`config.mk`:
```
export PLATFORM = sky130hd
export DESIGN_NAME = scm_decode
export DESIGN_NICKNAME = d
export VERILOG_FILES = /design/src/design/sound_cpu_memory_map_banked_top_macros.svh /design/src/design/scm_pkg.sv /design/src/design/scm_decode.sv
export SDC_FILE = /design/constraint.sdc
export NUM_CORES = 1
export LEC_CHECK = 0
export BUFFER_PORTS_ARGS = -buffer_cell sky130_fd_sc_hd__buf_2
export CAP_MARGIN = 10
export CELL_PAD_IN_SITES_DETAIL_PLACEMENT = 0
export CELL_PAD_IN_SITES_GLOBAL_PLACEMENT = 1
export CORE_ASPECT_RATIO = 0.7
export CORE_MARGIN = 2
export CORE_UTILIZATION = 34
export CTS_BUF_LIST = sky130_fd_sc_hd__clkbuf_2
export CTS_CLUSTER_SIZE = 24
export DETAILED_ROUTE_END_ITERATION = 7
export PLACE_DENSITY_LB_ADDON = 0.1
export REMOVE_ABC_BUFFERS = 1
export SLEW_MARGIN = 40
export SYNTH_ARGS = -nofsm -noshare
export SYNTH_HDL_FRONTEND = slang
export SYNTH_SLANG_ARGS = --single-unit
export TNS_END_PERCENT = 1
```
`constraint.sdc`:
```
create_clock -name clk -period 2.5 [get_ports clk]
set_input_delay 0.125 -clock clk [delete_from_list [all_inputs] [get_ports clk]]
set_output_delay 0.125 -clock clk [all_outputs]
set_load 0.01 [all_outputs]
```
`src/design/sound_cpu_memory_map_banked_top_macros.svh`:
```
// Assertion macros for the sound CPU memory map decoder
`ifndef SOUND_CPU_MEMORY_MAP_BANKED_TOP_MACROS_SVH
`define SOUND_CPU_MEMORY_MAP_BANKED_TOP_MACROS_SVH
`ifndef SYNTHESIS
`define SCM_ASSERT_NOW(label, clk, rst_n, ante, cons) \
  label: assert property (@(posedge clk) disable iff (!rst_n) (ante) |-> (cons)) \
    else $error("scm assertion failed");
`define SCM_ASSERT_NEXT(label, clk, rst_n, ante, cons) \
  label: assert property (@(posedge clk) disable iff (!rst_n) (ante) |=> (cons)) \
    else $error("scm assertion failed");
`else
`define SCM_ASSERT_NOW(label, clk, rst_n, ante, cons)
`define SCM_ASSERT_NEXT(label, clk, rst_n, ante, cons)
`endif
`endif

```
`src/design/scm_pkg.sv`:
```
// Types and constants shared by the sound CPU memory map decoder
`timescale 1ns / 1ps
package scm_pkg;

  localparam int unsigned CPU_ADDR_W = 16;
  localparam int unsigned DATA_W     = 8;
  localparam int unsigned EXT_ADDR_W = 24;
  localparam int unsigned BANK_W     = 9;
  localparam int unsigned PORT_W     = 2;

  localparam logic [CPU_ADDR_W-1:0] ADDR_IO_BASE    = 16'h2000;
  localparam logic [CPU_ADDR_W-1:0] ADDR_SOUND_BASE = 16'h4000;
  localparam logic [CPU_ADDR_W-1:0] ADDR_BANK_BASE  = 16'h6000;
  localparam logic [CPU_ADDR_W-1:0] ADDR_WIN_BASE   = 16'h8000;
  localparam logic [CPU_ADDR_W-1:0] ADDR_WIN_MASK   = 16'h7FFF;
  localparam logic [CPU_ADDR_W-1:0] ADDR_PORT_MASK  = 16'h0003;

  localparam logic [EXT_ADDR_W-1:0] EXT_MAIN_RAM_BASE = 24'hFF0000;
  localparam logic [EXT_ADDR_W-1:0] EXT_ROM_END       = 24'h800000;

  localparam logic [DATA_W-1:0] OPEN_BUS_BYTE = 8'hFF;

  typedef enum logic {
    OP_READ  = 1'b0,
    OP_WRITE = 1'b1
  } op_t;

  typedef enum logic [1:0] {
    TGT_LOCAL    = 2'd0,
    TGT_SOUND    = 2'd1,
    TGT_MAIN_RAM = 2'd2,
    TGT_ROM      = 2'd3
  } target_t;

  typedef struct packed {
    logic                  valid;
    target_t               target;
    logic                  use_ram;
    logic [DATA_W-1:0]     rdata;
    logic [EXT_ADDR_W-1:0] ext_addr;
    logic [PORT_W-1:0]     port;
    logic                  fwd;
  } dec_t;

endpackage

```
`src/design/scm_decode.sv`:
```
// Address decode, bank register and RAM request issue
`timescale 1ns / 1ps
module scm_decode #(
  parameter int unsigned RAM_BYTES = 8192
) (
  input  logic                             clk,
  input  logic                             rst_n,
  input  logic                             accept,
  input  logic                             operation,
  input  logic [scm_pkg::CPU_ADDR_W-1:0]   cpu_address,
  input  logic [scm_pkg::DATA_W-1:0]       write_data,
  output logic                             ram_we,
  output logic                             ram_re,
  output logic [$clog2(RAM_BYTES)-1:0]     ram_addr,
  output logic [scm_pkg::DATA_W-1:0]       ram_wdata,
  output scm_pkg::dec_t                    dec_r
);
  import scm_pkg::*;

  localparam int unsigned AW = $clog2(RAM_BYTES);
  localparam logic [15:0] RB1 = 16'(RAM_BYTES);
  localparam logic [15:0] RB2 = 16'(RAM_BYTES * 2);
  localparam logic [15:0] RB4 = 16'(RAM_BYTES * 4);

  logic [BANK_W-1:0]     bank_r, bank_nxt;
  dec_t                  dec_nxt;
  logic [15:0]           idx;
  logic [EXT_ADDR_W-1:0] banked;
  logic                  is_wr;

  // reduce the low window modulo the RAM size
  always_comb begin
    idx = {3'b000, cpu_address[12:0]};
    if (idx >= RB4) begin
      idx = idx - RB4;
    end
    if (idx >= RB2) begin
      idx = idx - RB2;
    end
    if (idx >= RB1) begin
      idx = idx - RB1;
    end
  end

  assign is_wr     = (op_t'(operation) == OP_WRITE);
  assign banked    = {bank_r, cpu_address[14:0]};
  assign ram_addr  = idx[AW-1:0];
  assign ram_wdata = write_data;

  always_comb begin
    dec_nxt          = '0;
    dec_nxt.valid    = accept;
    dec_nxt.target   = TGT_LOCAL;
    bank_nxt         = bank_r;
    ram_we           = 1'b0;
    ram_re           = 1'b0;
    if (cpu_address < ADDR_IO_BASE) begin
      ram_we          = accept && is_wr;
      ram_re          = accept && !is_wr;
      dec_nxt.use_ram = !is_wr;
    end else if (cpu_address < ADDR_SOUND_BASE) begin
      dec_nxt.rdata = is_wr ? '0 : OPEN_BUS_BYTE;
    end else if (cpu_address < ADDR_BANK_BASE) begin
      dec_nxt.target = TGT_SOUND;
      dec_nxt.port   = PORT_W'(cpu_address & ADDR_PORT_MASK);
      dec_nxt.fwd    = is_wr;
    end else if (cpu_address < ADDR_WIN_BASE) begin
      if (!is_wr) begin
        dec_nxt.rdata = OPEN_BUS_BYTE;
      end else if (cpu_address == ADDR_BANK_BASE && accept) begin
        bank_nxt = {write_data[0], bank_r[BANK_W-1:1]};
      end
    end else begin
      if (banked >= EXT_MAIN_RAM_BASE) begin
        dec_nxt.target   = TGT_MAIN_RAM;
        dec_nxt.ext_addr = banked;
        dec_nxt.fwd      = is_wr;
      end else if (!is_wr && banked < EXT_ROM_END) begin
        dec_nxt.target   = TGT_ROM;
        dec_nxt.ext_addr = banked;
      end
    end
  end

  always_ff @(posedge clk) begin
    if (!rst_n) begin
      bank_r      <= '0;
      dec_r.valid <= 1'b0;
    end else begin
      bank_r      <= bank_nxt;
      dec_r.valid <= dec_nxt.valid;
    end
    dec_r.target   <= dec_nxt.target;
    dec_r.use_ram  <= dec_nxt.use_ram;
    dec_r.rdata    <= dec_nxt.rdata;
    dec_r.ext_addr <= dec_nxt.ext_addr;
    dec_r.port     <= dec_nxt.port;
    dec_r.fwd      <= dec_nxt.fwd;
  end

endmodule

```
Word-level counts from Yosys, hierarchy flattened
Index checks and enable logic that the tools add are counted.

Output and inout port bits: 62. Bits in registers: 48. Input bits: 28. Logic and storage cells: 44.

Mux-type cells: 16. Bitwise operators: 3. Order comparisons: 6. Reductions and logical operators: 9. Equal/unequal tests: 1.

Operators by type and width (count): $mux 24 (3); $lt 16x15->1 const B (2); $mux 32 (1); $ge 24x24->1 const B (1); $lt 24x24->1 const B (1); $mux 8 (3); $eq 16x15->1 const B (1); $lt 16x14->1 const B (1); $lt 16x16->1 const B (1); $mux 1 (7); $reduce_and 6->1 (1); $logic_and 1x1->1 (4); $mux 2 (2); $reduce_or 4->1 (1); $not 1->1 (3); $reduce_or 3->1 (1); $reduce_or 2->1 (1); $logic_not 1->1 (1).

Logic depth before layout (Yosys ltp)
Word-level depth: 7. Gate-level depth with buffers: 5. Gate-level depth less buffers: 4.

Worst setup path after synthesis
Ideal clock, no wire load.

Kind: reg-to-reg. Start point: reg bank_r[8]. End point: reg dec_r[20] (netlist bit). Data required time: 2441 ps. Path buffers: 1. Arrival: 1040 ps. Cell stages (with the launch flop): 5. Clock period less this slack: 1099 ps. Path slack: 1401 ps. Library setup time: 59 ps. Cells stage by stage: dfxtp_1 or3b_1 nand2b_4 buf_6 and2_1.

Word-level cells in the longest chain between the ends: 4.

RTL lines: start, declared (line scm_decode.sv:25) `logic [BANK_W-1:0] bank_r, bank_nxt;`; start signal, assigned (line scm_decode.sv:90) `bank_r <= bank_nxt;`; $lt 24x24->1 (line scm_decode.sv:78) `end else if (!is_wr && banked < EXT_ROM_END) begin`; $logic_and 1x1->1 (line scm_decode.sv:78); $mux 24 (line scm_decode.sv:78); $mux 24 (*) (line scm_decode.sv:74) `if (banked >= EXT_MAIN_RAM_BASE) begin`; end, declared (line scm_decode.sv:16) `output scm_pkg::dec_t dec_r`.

Every way passes the cells marked *; elsewhere a longest branch is shown, timed or not. A chain may end at the register's enable or synchronous reset.

Worst setup path after layout
Start point: in cpu_address[15] (netlist bit). End point: reg bank_r[5].

Word-level cells in the longest chain between the ends: 3.

RTL lines: start, declared (line scm_decode.sv:10) `input logic [scm_pkg::CPU_ADDR_W-1:0] cpu_address,`; $lt 16x15->1, or another cell as far along (line scm_decode.sv:61) `end else if (cpu_address < ADDR_SOUND_BASE) begin`; $not 1->1 (no source line) or $logic_and 1x1->1 (tied branches); $reduce_and 6->1 (no source line) (*).

Marked as above.

==> reports/qor.yml <==
clock_network:
  cts_max_level: 2
  clock_latency_ns: 0.38
  hold_buffers: 20
  cts_resized: 0
  clkSinkCount: 41
  cts_tree: "built"
  cts.reportedPaths.clkPinSlew_ns: 0.19
  cts_root_buffer: "clkbuf_2"
  clockBufferDepth: 2
  numCtsBuffers: 5
  post_cts_buffers: 0
detailed_routing:
  drt-wirelength-per-cell_um: 12.0
  viasPerCell: 4.19
  drt-total-wl_um: 3170
  via_count: 1110
  drt-pass1-iter-count: 4
  dr.first_iter.drc_count: 36
  post-route-drc-count: 0
  ant_nets: 0
die:
  start_util_pct: 35.0
  coreArea_mm2: 0.00428
  die_w_um: 83.3
  io_pins: 90
  design.die.area_mm2: 0.00496
  die_y_um: 59.5
  num_rows: 20
placement:
  gp_congestion: 0.746
  hpwl_um: 2240
  port_buffers: 75
  pre_cts_ws_ns: 0.896
sta:
  slew_viol_final: 0
  min_period_over_period_pct: 69.2
  finalSetupTns_ns: 0
  worst_slew_pin_slew_ns: 0.500
  clock.fmax_mhz: 578
  maxSlewHeadroom_pct: 66.7
  fin_skew_ns: 0.0156
  hold_viol: 0
  period_needed_ns: 1.73
  rsz0062_at_grt: "no"
  worst_slack_ns: 0.770
  finalSetupViolCount: 0
layout:
  nets: 237
  final_util_pct: 45.8
  area_growth_pct: 30.7
  antenna_cells: 0
  drive_gt1_share_pct: 40.5
synthesis:
  yosys_register_bits: 41
  yosys_warnings: 0
  synth_area_mm2: 0.00150
  synthCells: 139
  synth.distinct_cells: 19
  ys_seq_area_share_pct: 54.8
  postSynthAreaPerCell_um2: 10.8
critical_path:
  arrival_ns: 2.04
  cp_max_fo: 9
  worstPathRequired_ns: 2.81
  cp_top_family: "simple AND/OR/NAND/NOR gates"
  path_buf_inv: 2
  path_cells: "dlygate4sd3_1 > buf_2 > nand2b_1 > nor4_1 > and4_1 > mux2i_1"
  critPathSlowestCell: "and4_1"
  setup.worst_path.end_class: "flip-flop"
  reg2reg_slack_ns: 1.27
  critPathMaxStageDelay_ns: 0.57
  criticalPathCategory: "input pin to flip-flop"
  critPathLaunchType: "input pin"
global_routing:
  grt_pass1_wl_um: 4840
  grtUsageTotal_pct: 12.8
  grt_max_degree: 25
  grt_pass1_vias: 1043
  overflow: 0
  antenna_found_initial: 0
power_and_ir_drop:
  p_per_area_mw_per_mm2: 595
  ir_drop_v: 0.000209
  leakagePower_uw: 0.000955
run:
  max_cap_violations: 0
min_path:
  hp-class: "input pin to flip-flop"
run_status:
  outcome: "finished, final reports clean"
[layer usage]
layer / track usage (%) / up-vias / routed length [um]
li1: - / 567 / -
met1: 15.3 / 474 / 1450
met2: 19.7 / 62 / 1380
met3: 6.55 / 7 / 283
met4: 5.62 / 0 / 55
met5: 0 / - / 0
[per-stage QoR]
stage	cell area, um2	hold WS (ns)	std cells	power, uW
floorplan	1250	0.197	107	716
global placement	1690	0.250	237	785
detailed placement	1690	0.250	237	785
CTS	1960	0.0233	265	1180
finish	1960	0.0607	265	1170
global route	1960	0.0230	265	1220
[flip-flops by register name, summed over array words and instances (netlist names)]
register  cells
bank_r        9
dec_r        32
[worst paths after layout]
check                   from        end  cells past startpoint
max          cpu_address[15]  bank_r[5]                      6
min                    rst_n  bank_r[0]                      3
max reg2reg        bank_r[7]  dec_r[24]                      4
min reg2reg        bank_r[0]  bank_r[0]                      2
[worst reg2reg max path, delay by kind of cell, from the launching register on]
| family | cells | cell delay, ns |
|---|---|---|
| DFF | 1 | 0.40 |
| and+or+nand+nor | 4 | 0.78 |
[logic make-up (layout without fill, tap and decap cells)]
logic type / Yosys count / after routing / synth area share, %
and+or+nand+nor: 56 / 56 / 21.9
DFF: 41 / 41 / 54.8
buffers and inverters: 32 / 103 / 16.5
muxes: 9 / 9 / 6.02
AOI/OAI and AO/OA: 1 / 1 / 0.752
[report_power, final]
part | leakage [uW] | internal (uW) | switching, uW
clock network | 0.0000406 | 171 | 201
registers | 0.000334 | 669 | 3.89
logic | 0.000580 | 61.7 | 59.1
total | 0.000955 | 902 | 264
[cells in the mapped netlist]
cell      count  share of area (%)
nand2b_4      1               0.92
nand3_1       1               0.33
nor2_1        2               0.50
clkbuf_1      1               0.25
dfxtp_1      41                 55
nand2_1      14                3.5
nor4b_1       1               0.58
nor3_2        1               0.67
or3b_1        1               0.58
nor4_1        5                2.1
o221a_2       1               0.75
and3_1        2               0.84
nand4_1       1               0.42
nand2b_1      1               0.42
and4_1        1               0.58
mux2i_1       9                6.0
buf_6         3                2.3
buf_4        28                 14
and2_1       25                 10
[placed cells by master (no fill, tap or decap)]
cell,n
and2_1,25
dfxtp_1,41
bufinv_16,1
nand3_1,1
and4_1,1
nand2_1,14
nand2b_1,1
mux2i_1,9
nand2b_4,1
buf_2,75
nor4b_1,1
nor2_1,2
and3_1,2
or3b_1,1
dlygate4sd3_1,20
o221a_2,1
nand4_1,1
nor3_2,1
nor4_1,5
clkbuf_2,6
clkinv_1,1
[layout make-up]
type | instances | area, um2
Clock buffer | 6 | 30.0
Clock inverter | 2 | 33.8
Fill cell | 426 | 2320
Multi-Input combinational cell | 66 | 429
Sequential cell | 41 | 821
Tap cell | 55 | 68.8
Timing Repair Buffer | 95 | 576
Note: power is estimated with default switching activity, not from simulation.
